`config.mk`:
```
export PLATFORM = sky130hd
export DESIGN_NAME = rde_addr
export DESIGN_NICKNAME = d
export VERILOG_FILES = /design/src/design/rde_pkg.sv /design/src/design/rde_addr.sv
export SDC_FILE = /design/constraint.sdc
export NUM_CORES = 1
export LEC_CHECK = 0
export ABC_AREA = 1
export BUFFER_PORTS_ARGS = -buffer_cell sky130_fd_sc_hd__clkbuf_2
export CAP_MARGIN = 10
export CORE_MARGIN = 1
export CORE_UTILIZATION = 45
export DETAILED_ROUTE_END_ITERATION = 6
export GPL_TIMING_DRIVEN = 0
export PLACE_DENSITY_LB_ADDON = 0.3
export SLEW_MARGIN = 5
export SYNTH_ARGS = -nofsm -noshare
export SYNTH_HDL_FRONTEND = slang
export SYNTH_SLANG_ARGS = --single-unit
```
`constraint.sdc`:
```
create_clock -name clk -period 8.89 [get_ports clk]
set_input_delay 1.3335 -clock clk [delete_from_list [all_inputs] [get_ports clk]]
set_output_delay 1.3335 -clock clk [all_outputs]
set_load 0.03 [all_outputs]
```
`src/design/rde_pkg.sv`:
```
// Shared types, codes and sizing constants for the raster draw engine.
package rde_pkg;

  localparam int DEF_MAX_WIDTH  = 512;
  localparam int DEF_MAX_HEIGHT = 256;

  localparam int COORD_W = 14;   // working coordinate, holds corner sums
  localparam int DIM_W   = 13;   // active frame size, up to 4096
  localparam int ERR_W   = 18;   // Bresenham error term and doubled error
  localparam int PROD_W  = 2 * DIM_W;
  localparam int PIX_W   = 32;
  localparam int FW_W    = 10;
  localparam int FH_W    = 9;

  localparam int GRID_STEP = 10;

  localparam logic [2:0] MODE_PIXEL   = 3'd0;
  localparam logic [2:0] MODE_LINE    = 3'd1;
  localparam logic [2:0] MODE_OUTLINE = 3'd2;
  localparam logic [2:0] MODE_FILL    = 3'd3;
  localparam logic [2:0] MODE_GRID    = 3'd4;
  localparam logic [2:0] MODE_CLEAR   = 3'd5;
  localparam logic [2:0] MODE_READ    = 3'd6;

  localparam logic CFG_FRAME_WIDTH  = 1'b0;
  localparam logic CFG_FRAME_HEIGHT = 1'b1;

  typedef struct packed {
    logic [2:0]        mode;
    logic signed [11:0] x_a;
    logic signed [11:0] y_a;
    logic signed [11:0] x_b;
    logic signed [11:0] y_b;
    logic [PIX_W-1:0]  color;
  } cmd_t;

  typedef struct packed {
    logic [PIX_W-1:0] read_data;
    logic             status;
  } rsp_t;

endpackage

```
`src/design/rde_addr.sv`:
```
// Clipping and address stage: frame check, width*y+x, registered toward the RAM.
module rde_addr #(
  parameter int ADDR_W = 17
) (
  input  logic                               clk,
  input  logic                               rst,
  input  logic                               valid,
  input  logic                               write,
  input  logic                               direct,
  input  logic [ADDR_W-1:0]                  daddr,
  input  logic signed [rde_pkg::COORD_W-1:0] x,
  input  logic signed [rde_pkg::COORD_W-1:0] y,
  input  logic [rde_pkg::PIX_W-1:0]          data,
  input  logic [rde_pkg::DIM_W-1:0]          aw,
  input  logic [rde_pkg::DIM_W-1:0]          ah,
  output logic                               ram_we,
  output logic [ADDR_W-1:0]                  ram_addr,
  output logic [rde_pkg::PIX_W-1:0]          ram_wdata,
  output logic                               oob
);

  logic                             in_frame;
  logic [rde_pkg::PROD_W-1:0]       prod;
  logic [ADDR_W-1:0]                pix_addr;
  logic signed [rde_pkg::COORD_W:0] saw, sah;

  always_comb begin
    saw = $signed({2'b00, aw});
    sah = $signed({2'b00, ah});
    in_frame = (x >= 0) && (y >= 0) && (x < saw) && (y < sah);
    prod = aw * y[rde_pkg::DIM_W-1:0];
    pix_addr = prod[ADDR_W-1:0] + ADDR_W'(x[rde_pkg::DIM_W-1:0]);
  end

  always_ff @(posedge clk) begin
    if (rst) begin
      ram_we <= 1'b0;
    end else begin
      ram_we <= valid && write && (direct || in_frame);
    end
    ram_addr  <= direct ? daddr : pix_addr;
    ram_wdata <= data;
    if (valid) begin
      oob <= !in_frame;
    end
  end

endmodule

```
==> metrics.md <==
| Metric | Value |
|---|---|
| Multi-input logic area | 4540 um^2 |
| Fin area | 7870 um^2 |
| Nets | 1348 |
| Post-synth design cell area | 6720 um^2 |
| Leakage | 4.98 nW |
| # resized after CTS | 0 |
| RSZ-0062 raised after global routing | no |
| Number of H-tree levels | 2 |
| Fin. Hold Viols | 0 |
| Initial antenna violation count | 0 |
| Layout Cells excl Fill | 1253 |
| TritonCTS Buffers | 5 |
| Setup Viol. Count Final | 0 |
| Final wirelength | 15.9 mm |
| Cell count after synthesis | 906 |
| Critical path data required time | 9.07 ns |
| Largest net degree at the start of global routing | 17 |
| Ys Warns | 0 |
| Top_reg_cell synth | dfxtp_1 |
| Die width | 124 um |
| Fmax | 155 MHz |
| Worst-path clk slew | 0.07 ns |
| VDD IR-drop max | 0.257 mV |
| Period utilization | 0.724 |
| Syn Nets | 1186 |
| DPL Wire Length | 13.8 mm |
| Filler cells | 1472 |
| Number of global-route vias before repair | 5924 |
| 1st-pass router iterations | 5 |
| Avg Synthesized Cell Area | 7.41 um^2 |
| Crit. Startpoint | aw[6] |
| Congestion Overflow GR | 0 |
| Largest cells by area after synthesis | fa_1, inv_1, dfxtp_1 |
| Core Box Area | 14500 um^2 |
| Per-cell routed wire length | 12.7 um |
| Boundary Pins | 159 |
| GRT Util Overall | 0.226 |
| Area post-placement | 7720 um^2 |
| FP Rows | 44 |
| Status | finished clean |
| Final antenna-violating net count | 0 |
| Commonest cells post-synth | inv_1, nand2_1, fa_1 |
| # Max-Cap Violations | 0 |
| #FFs+latches synth | 51 |
| First-pass GRT wire length | 26.8 mm |
| Die height | 124 um |
| CTS tree | done |
| Die area | 15400 um^2 |
| Total Neg Setup Slack | 0 ns |
| FFs w/ async S/R, synth | 0 |
| Hold Path Class | in -> reg |
| Hold_ws | 1.14 ns |
| Post-synthesis sequential area ratio | 0.154 |
| Post-synth top area share | 0.286 |
| Max-slew headroom | 0.515 |
| Synthesis-to-layout area growth | 17.1% |
| Sequential cell area | 1030 um^2 |
| Startpoint Class | primary input |
| Port Buf Inserts | 155 |
| Layout cells sized above 1 | 0.168 |
| # clock sinks | 51 |
| Setup crit end kind | register |
| Vias/cell | 4.78 |
| DR vias | 5991 |
| Yosys cell types | 32 |
| Max-slew violation count | 0 |
| Ant diodes | 0 |
| Post-synth EDFFs | 1 |
| Minimum clock period | 6.44 ns |
| Placed Cells | 1245 |
| Worst hold path cell count | 1 |
| Drc violations | 0 |
| Data arrival, critical path | 6.62 ns |
| Max Root-Sink Buffers | 2 |
| PD cells | 318 nW/um^2 |
| Setup Buffers After CTS | 0 |
| Clk root buf | clkbuf_16 |
| Most frequent cell after synthesis | inv_1 |
| Largest area contributor in the netlist | fa_1 |
| Initial core utilization | 0.462 |
| Worst setup path category | in -> reg |
| Crit-path max FO | 10 |
| Hold Crit Start | data[3] |
| Worst Tran Pin Value | 0.727 ns |
| CTS Hold Bufs | 0 |
| Drt first-iter violations | 264 |
| Routability cong. | 0.914 |
| Hold Path Sink | ram_wdata[3] |
-- worst max-delay path by stage --
stage / slack (ns) / endpoint / depth (start not counted)
final: 2.45 / ram_addr[16] / 20
after global routing: 2.11 / ram_addr[16] / 20
after CTS: 2.44 / ram_addr[16] / 20
after detailed placement: 2.15 / ram_addr[16] / 20
after global placement: 2.18 / ram_addr[16] / 20
after floorplan: 2.87 / ram_addr[9] / 21
-- worst max-delay path, stage by stage --
cell      delay (ns)
clkbuf_2        0.10
clkbuf_1        0.56
nand2_1         0.18
fa_1            0.58
fa_1            0.46
fa_1            0.54
inv_1           0.05
fa_1            0.44
fa_1            0.49
inv_1           0.05
fa_1            0.47
inv_1           0.04
ha_1            0.33
a21oi_1         0.19
a21boi_1        0.23
o21ai_0         0.10
a21oi_1         0.23
nand3_1         0.11
nand3_1         0.09
nand2_1         0.05
-- cells in the final DEF (no fill, tap or decap), drive strengths merged, types with 3 or more instances in the layout --
| cell | netlist | routed |
|---|---|---|
| nand4 | 4 | 4 |
| ha | 76 | 76 |
| dfxtp | 50 | 50 |
| nand2 | 253 | 253 |
| nor2 | 22 | 22 |
| clkinv | 2 | 4 |
| a21oi | 33 | 33 |
| nor3 | 3 | 3 |
| buf | 7 | 7 |
| inv | 272 | 273 |
| o21bai | 4 | 4 |
| fa | 96 | 96 |
| o21a | 4 | 4 |
| o21ai | 19 | 19 |
| nand3 | 30 | 30 |
| clkbuf | 17 | 177 |
-- final cells by class --
class,count,area share
multi-input combinational,557,0.577
sequential,51,0.131
inverter,274,0.131
timing repair buffer,155,0.0986
tap,184,0.0293
clock buffer,5,0.0159
buffer,24,0.0151
clock inverter,3,0.00239
-- sequential cells by signal, summed over array words and instances (netlist names) --
signal	flops
ram_wdata	32
ram_addr	17
ram_we	1
oob	1
-- where the power goes --
part	internal (mW)	total (mW)	switching, mW
registers	0.279	0.288	0.00898
clock network	0.104	0.186	0.0821
logic	0.763	2.02	1.26
-- per-stage QoR --
stage	setup slack, ns	power, mW	utilization
after floorplan	2.87	1.86	-
after global placement	2.18	2.28	0.531
after detailed placement	2.15	2.31	0.531
after CTS	2.44	2.51	0.541
after global routing	2.11	2.88	0.541
final	2.45	2.50	0.541
-- per-layer routing --
metal  vias up  global-route usage  part of all wire
met5         -                   0                 0
met4         0              0.0699             0.024
met3        28              0.0279             0.056
met2       174               0.403              0.50
met1      2839               0.282              0.42
li1       2950                   -                 -
-- logic make-up (layout without fill, tap and decap cells) --
family / count (synthesis) / in the layout / synth area share
flops: 51 / 51 / 0.154
buf+inv: 298 / 461 / 0.171
simple gates: 315 / 315 / 0.188
compound gates: 67 / 67 / 0.0563
xor+xnor: 3 / 3 / 0.00391
fa+ha+maj: 172 / 172 / 0.428
Power figures use the tool's default switching activity.
