--- config.mk ---
export PLATFORM = sky130hd
export DESIGN_NAME = rde_line
export DESIGN_NICKNAME = d
export VERILOG_FILES = /design/src/design/rde_pkg.sv /design/src/design/rde_line.sv
export SDC_FILE = /design/constraint.sdc
export NUM_CORES = 1
export LEC_CHECK = 0
export BUFFER_PORTS_ARGS = -buffer_cell sky130_fd_sc_hd__buf_2
export CORE_MARGIN = 2
export CORE_UTILIZATION = 40
export DETAILED_ROUTE_END_ITERATION = 6
export GPL_TIMING_DRIVEN = 0
export PLACE_DENSITY_LB_ADDON = 0.08
export SETUP_SLACK_MARGIN = 0.3
export SLEW_MARGIN = 20
export SYNTH_ARGS = -nofsm -noshare
export SYNTH_HDL_FRONTEND = slang
export SYNTH_SLANG_ARGS = --single-unit
--- constraint.sdc ---
create_clock -name clk -period 9.2 [get_ports clk]
set_input_delay 1.38 -clock clk [delete_from_list [all_inputs] [get_ports clk]]
set_output_delay 1.38 -clock clk [all_outputs]
set_load 0.01 [all_outputs]
--- src/design/rde_pkg.sv ---
// Shared types, codes and sizing constants for the raster draw engine.
package rde_pkg;

  localparam int DEF_MAX_WIDTH  = 512;
  localparam int DEF_MAX_HEIGHT = 256;

  localparam int COORD_W = 14;   // working coordinate, holds corner sums
  localparam int DIM_W   = 13;   // active frame size, up to 4096
  localparam int ERR_W   = 18;   // Bresenham error term and doubled error
  localparam int PROD_W  = 2 * DIM_W;
  localparam int PIX_W   = 32;
  localparam int FW_W    = 10;
  localparam int FH_W    = 9;

  localparam int GRID_STEP = 10;

  localparam logic [2:0] MODE_PIXEL   = 3'd0;
  localparam logic [2:0] MODE_LINE    = 3'd1;
  localparam logic [2:0] MODE_OUTLINE = 3'd2;
  localparam logic [2:0] MODE_FILL    = 3'd3;
  localparam logic [2:0] MODE_GRID    = 3'd4;
  localparam logic [2:0] MODE_CLEAR   = 3'd5;
  localparam logic [2:0] MODE_READ    = 3'd6;

  localparam logic CFG_FRAME_WIDTH  = 1'b0;
  localparam logic CFG_FRAME_HEIGHT = 1'b1;

  typedef struct packed {
    logic [2:0]        mode;
    logic signed [11:0] x_a;
    logic signed [11:0] y_a;
    logic signed [11:0] x_b;
    logic signed [11:0] y_b;
    logic [PIX_W-1:0]  color;
  } cmd_t;

  typedef struct packed {
    logic [PIX_W-1:0] read_data;
    logic             status;
  } rsp_t;

endpackage

--- src/design/rde_line.sv ---
// Bresenham stepping unit: one pixel position per cycle along a line while advance is high.
module rde_line (
  input  logic                               clk,
  input  logic                               load,
  input  logic                               advance,
  input  logic signed [rde_pkg::COORD_W-1:0] x0,
  input  logic signed [rde_pkg::COORD_W-1:0] y0,
  input  logic signed [rde_pkg::COORD_W-1:0] x1,
  input  logic signed [rde_pkg::COORD_W-1:0] y1,
  output logic signed [rde_pkg::COORD_W-1:0] x,
  output logic signed [rde_pkg::COORD_W-1:0] y,
  output logic                               last
);

  localparam int EXT = rde_pkg::ERR_W - rde_pkg::COORD_W;
  localparam logic signed [rde_pkg::COORD_W-1:0] COORD_ONE = rde_pkg::COORD_W'(1);

  logic signed [rde_pkg::COORD_W-1:0] xe, ye;
  logic signed [rde_pkg::ERR_W-1:0]   dx, dy, err;
  logic                               sx, sy;
  logic signed [rde_pkg::ERR_W-1:0]   ex0, ey0, ex1, ey1, ldx, ldy, e2, err_next;
  logic                               step_x, step_y;

  always_comb begin
    ex0 = $signed({{EXT{x0[rde_pkg::COORD_W-1]}}, x0});
    ey0 = $signed({{EXT{y0[rde_pkg::COORD_W-1]}}, y0});
    ex1 = $signed({{EXT{x1[rde_pkg::COORD_W-1]}}, x1});
    ey1 = $signed({{EXT{y1[rde_pkg::COORD_W-1]}}, y1});
    ldx = (ex1 > ex0) ? ex1 - ex0 : ex0 - ex1;
    ldy = (ey1 > ey0) ? ey1 - ey0 : ey0 - ey1;
    e2 = err <<< 1;
    step_x = e2 > -dy;
    step_y = e2 < dx;
    err_next = err;
    if (step_x) begin
      err_next = err_next - dy;
    end
    if (step_y) begin
      err_next = err_next + dx;
    end
    last = (x == xe) && (y == ye);
  end

  always_ff @(posedge clk) begin
    if (load) begin
      x   <= x0;
      y   <= y0;
      xe  <= x1;
      ye  <= y1;
      dx  <= ldx;
      dy  <= ldy;
      sx  <= x0 < x1;
      sy  <= y0 < y1;
      err <= ldx - ldy;
    end else if (advance && !last) begin
      err <= err_next;
      if (step_x) begin
        x <= sx ? x + COORD_ONE : x - COORD_ONE;
      end
      if (step_y) begin
        y <= sy ? y + COORD_ONE : y - COORD_ONE;
      end
    end
  end

endmodule

==> impl_metrics.tcl, run 1 <==
set metrics [dict create \
    synth_warnings 0 \
    setup_tns_ns 0 \
    cp_num_buf_inv 3 \
    cp_slowest_cell "clkbuf_1" \
    final_hold_viol_count 0 \
    status "finished clean" \
    grt_first_pass_wirelength_mm 49.53 \
    crit_required_ns 9.37 \
    async_reset_ff_share_pct 0 \
    ys_seq_area_share_pct 27.62 \
    cp_top_family "compound AO/OA/AOI/OAI gates" \
    drc 0 \
    num_vias 9289 \
    dp_worst_setup_slack_ns 2.149 \
    critPathKind "flop to flop" \
    slew_headroom_pct 36.02 \
    firstDrtPassIters 5 \
    timing.final.crit_share_pct 73.88 \
    final_nets 1595 \
    maxClockFrequency_mhz 147.1 \
    hold_buffers 0 \
    setup-violations-final 0 \
    yosysTopAreaCellShare_pct 27.62 \
    drive_gt1_share_pct 10.16 \
    core_mm2 0.02793 \
    grt_pass1_vias 9176 \
    via_per_inst 5.320 \
    cts.clk_slew.worst_paths_ns 0.08 \
    post_cts_buffers 0 \
    arrival_ns 6.96 \
    clock_path_buffers 2 \
    rows 61 \
    slew_viol_final 0 \
    multiInputGateArea_mm2 0.007612 \
    setup_slack_ns 2.403 \
    fp.dieArea_mm2 0.02991 \
    antenna_cells 0 \
    gp_congestion 0.8539 \
    start_kind "flop" \
    worst-path-max-fanout 10 \
    ant_nets 0 \
    synth_top_cell_by_area "edfxtp_1" \
    hold_class "flop to flop" \
    cellLeakagePower_nw 5.795 \
    ir_worst_vdd_v 0.0001271 \
    drtIter0Drc 533 \
    worst_slew_pin_slew_ns 0.9597 \
    avgSynthCellArea_um2 9.032 \
    synth_nets 1496 \
    powerDensity_mw_per_mm2 347.7 \
    cts_max_level 3 \
    cts_tree "done" \
    cts.sinks 105 \
    cpPeakStageDelay_ns 0.52 \
    post-dp-hpwl_mm 26.50 \
    regArea_mm2 0.003153 \
    wl_per_cell_um 18.11 \
    pin_count 88 \
    synth_seq_cells 105 \
    nFillCells 2839 \
    clk_latency_ns 0.36 \
    ys_types 75 \
    grt_max_degree 38 \
    grtUsageTotal_pct 21.09 \
    syn_area_mm2 0.01142 \
    synth_edf_count 105 \
    synth_cells 1264 \
    cap_violations 0 \
    die_h_um 172.9 \
    synthTopCellsByArea "edfxtp_1 (28%), ha_1 (18%), xnor2_1 (6.2%)" \
    area_growth_pct 10.74 \
    cp-end-kind "flop" \
    initial_core_util_pct 40.87 \
    cts_made_buffers 9 \
    synth_flop_cell "edfxtp_1" \
    antenna_found_initial 1 \
    portBuffers 87 \
    ctsRootBufferMaster "clkbuf_16" \
    gr-total-overflow 0 \
    routed_wl_mm 31.63 \
    skew_ns 0.009909 \
    postCtsResizedCells 0 \
    rsz0062_at_grt "false" \
    die_w_um 172.9 \
    period_minus_slack_ns 6.797 \
]
-- power by group --
group	leakage (nW)	switching (W)	internal (W)
Combinational	4.60	0.00170	0.00137
Clock	0.147	0.000188	0.000212
Sequential	1.04	0.000166	0.000754
Total	5.79	0.00206	0.00234
-- synth_stat cells, types with 21 or more instances --
master	n
nor2_1	59
nand3_1	23
mux2i_1	41
nand2_1	94
edfxtp_1	105
nor3_1	22
xor2_1	57
ha_1	164
a21oi_1	92
a21o_1	49
clkbuf_1	22
xnor2_1	81
inv_1	129
nor2b_1	21
o21ai_0	73
-- final cells by class --
cell class | count | share of cell area, %
multi-input cells | 994 | 60.21
clock inverters | 7 | 0.5542
well taps | 378 | 3.741
clock buffers | 9 | 1.781
plain buffers | 34 | 1.257
repair buffers | 88 | 3.622
inverters | 131 | 3.890
flip-flops and latches | 105 | 24.94
-- sequential cells by signal, indices dropped and copies added (netlist names) --
register,flops
sx,1
err,17
x,14
ye,14
dx,15
y,14
xe,14
dy,15
sy,1
-- per-stage QoR --
step	power [W]	cells	utilization, %	hold WS [ns]	instance area [um2]
2_1_floorplan	0.003251	1264	-	0.7249	11420
3_3_place_gp	0.003960	1729	44.12	0.7458	12320
3_5_place_dp	0.004006	1730	44.20	0.7521	12350
4_1_cts	0.004420	1746	45.26	0.7690	12640
5_1_grt	0.004824	1746	45.26	0.8041	12640
6_report	0.004396	1746	45.26	0.7629	12640
-- cell families (layout without fill, tap and decap cells) --
group	after synthesis	count (layout)	share of synthesized area, %
muxes	56	56	5.107
xor gates and xnor gates	138	138	10.59
AOI/OAI and AO/OA	335	335	19.05
and+or+nand+nor	292	292	12.39
DFF	105	105	27.62
adders and majority gates	173	173	19.55
buffers and inverters	165	269	5.699
-- path summary, 6_finish.rpt --
check        startpoint      end  slack [ns]  depth (start not counted)
min reg2reg        y[0]     y[0]        0.76                          1
max reg2reg       dy[3]  err[15]        2.40                         26
max               dy[3]  err[15]        2.40                         26
min                y[0]     y[0]        0.76                          1
-- layout by cell type, fill, tap and decap left out, types with 12 or more instances in the layout --
master	count
a21o_1	49
nor2b_1	21
nor3_1	22
inv_1	129
o21ai_0	73
nand2_1	94
nor2_1	59
xnor2_1	81
mux2i_1	41
clkbuf_1	22
nand2b_1	14
edfxtp_1	105
xor2_1	57
ha_1	164
nand4_1	14
o21bai_1	14
nand3_1	23
buf_2	93
a21oi_1	92
a31oi_1	12
a211oi_1	12
-- per-layer routing --
layer	track usage [%]	part of all wire, %	vias up
met2	35.77	46	164
li1	-	-	4753
met3	2.089	3.2	22
met1	28.87	49	4350
met4	5.191	1.5	0
met5	0	0	-
Note: power is estimated with default switching activity, not from simulation.
==> inputs of run 2 (changes only) <==
Clock period 9.2 ns to 6.1 ns, I/O delays scaled along.
==> run 2 against run 1 <==
Compared with the run above:
- clock skew is essentially flat
- highest routed layer unchanged
- non-clock buffer count increased by 27
- combinational power grew 72%
- sequential power rose by 52%
- critical path type unchanged
==> impl_metrics.tcl, run 2 (synthesis gave the netlist of run 1 again) <==
set metrics [dict create \
    routed_wl_mm 32.25 \
    cts_tree "done" \
    top_register "err" \
    hold_ws_ns 0.7605 \
    p_sw_w 0.003343 \
    num_vias 9409 \
    cts_max_level 3 \
    worst-path-max-fanout 7 \
    wl_per_cell_um 18.19 \
    antenna_cells 0 \
    hold_buffers 0 \
    powerDensity_mw_per_mm2 554.0 \
    hold_class "input pin to flop" \
    start_kind "flop" \
    clock_path_buffers 2 \
    grt_max_degree 38 \
    mostFrequentLayoutCell "ha_1" \
    p_int_w 0.003957 \
    cellLeakagePower_nw 5.996 \
    via_per_inst 5.307 \
    grt_pass1_vias 9293 \
    slew_viol_final 0 \
    placed_area_mm2 0.01235 \
    final_cell_mix "ha_1 (153), inv_1 (126), edfxtp_1 (105), buf_2 (93), nand2_1 (92)" \
    largest_reg_flops 17 \
    final_hold_viol_count 0 \
    timing.final.crit_share_pct 93.55 \
    cts_made_buffers 9 \
    maxClockFrequency_mhz 175.2 \
    cpPeakStageDelay_ns 0.46 \
    clockPowerShare_pct 8.3 \
    grtUsageTotal_pct 21.30 \
    p_seq_share_pct 19.2 \
    ctsRootBufferMaster "clkbuf_16" \
    gp_congestion 0.8539 \
    slew_headroom_pct 37.23 \
    die_w_um 172.9 \
    antenna_found_initial 1 \
    gr-total-overflow 0 \
    firstDrtPassIters 5 \
    fp.dieArea_mm2 0.02991 \
    power_switching_share_pct 45.80 \
    cp-end-kind "flop" \
    grt_first_pass_wirelength_mm 50.07 \
    top_regs "err x17, dx x15, dy x15" \
    ir_worst_vdd_v 0.0002040 \
    rows 61 \
    ant_nets 0 \
    clk_latency_ns 0.36 \
    p_comb_share_pct 72.5 \
    setup_tns_ns 0 \
    drive_gt1_share_pct 15.34 \
    fin_area_mm2 0.01318 \
    cp_slowest_cell "or4_4" \
    portBuffers 87 \
    skew_ns 0.01011 \
    crit_required_ns 6.19 \
    total_power_w 0.007300 \
    cap_violations 0 \
    post-dp-hpwl_mm 26.50 \
    drc 0 \
    initial_core_util_pct 40.87 \
    status "finished clean" \
    critPathKind "flop to flop" \
    setup-violations-final 0 \
    cts.sinks 105 \
    cts.clk_slew.worst_paths_ns 0.08 \
    arrival_ns 5.80 \
    area_growth_pct 15.41 \
    core_mm2 0.02793 \
    rsz0062_at_grt "true" \
    worst_slew_pin_slew_ns 0.9415 \
    die_h_um 172.9 \
    pin_count 88 \
    drtIter0Drc 531 \
    final_nets 1622 \
    period_minus_slack_ns 5.707 \
]
-- run 2: cell types whose count changed in the layout (fill, tap and decap cells not counted), sizes merged --
cell    previous run  this run
clkbuf            31        27
buf              100       131
-- run 2: worst paths after layout --
kind,start,end,slack [ns],cells after the start
max,dy[4],err[16],0.39,28
min reg2reg,y[0],y[0],0.76,1
max reg2reg,dy[4],err[16],0.39,28
min,y1[2],ye[2],0.76,1
-- run 2: critical path: cells and delay by family, from the launching register on --
kind | cells | cell delay [ns]
flip-flops | 1 | 0.44
multiplexers | 2 | 0.61
buffers and inverters | 5 | 0.74
AND/OR/NAND/NOR | 9 | 1.76
AO/OA/AOI/OAI | 8 | 1.14
XOR/XNOR | 2 | 0.37
adder cells (fa/ha/maj) | 2 | 0.38
-- run 2: repair_timing --
item,CTS,global route
setup buffers,15,13
gates cloned,0,0
pin swaps,12,12
setup endpoints to repair,12,7
resized for setup,37,36
-- run 2: cell type report --
| class | count | area, um2 |
|---|---|---|
| Clock inverter | 7 | 70.07 |
| Clock buffer | 9 | 225.2 |
| Fill cell | 2780 | 14760 |
| Buffer | 33 | 178.9 |
| Multi-Input combinational cell | 994 | 7903 |
| Sequential cell | 105 | 3153 |
| Tap cell | 378 | 473.0 |
| Inverter | 131 | 491.7 |
| Timing Repair Buffer | 116 | 680.7 |
-- run 2: layer usage --
layer / vias up / share of wire [%] / global-route usage, %
li1: 4803 / - / -
met1: 4414 / 48 / 29.10
met2: 166 / 47 / 35.98
met3: 26 / 3.2 / 2.111
met4: 0 / 1.7 / 5.685
met5: - / 0 / 0
-- run 2: power by group through the flow --
| stage | sequential, W | combinational (W) | clock (W) |
|---|---|---|---|
| detailed placement | 0.00140 | 0.00464 | 0 |
| CTS | 0.00140 | 0.00502 | 0.000616 |
| global placement | 0.00140 | 0.00457 | 0 |
| floorplan | 0.00136 | 0.00354 | 0 |
| global route | 0.00144 | 0.00589 | 0.000635 |
| finish | 0.00140 | 0.00529 | 0.000606 |
-- run 2: per-stage QoR --
stage	worst slack, ns	std cells	utilization, %
final	0.3932	1773	47.16
after floorplan	0.5433	1264	-
after global placement	-0.7623	1729	44.12
after detailed placement	-0.7654	1730	44.20
after CTS	0.3019	1760	46.33
after global routing	0.1015	1773	47.16
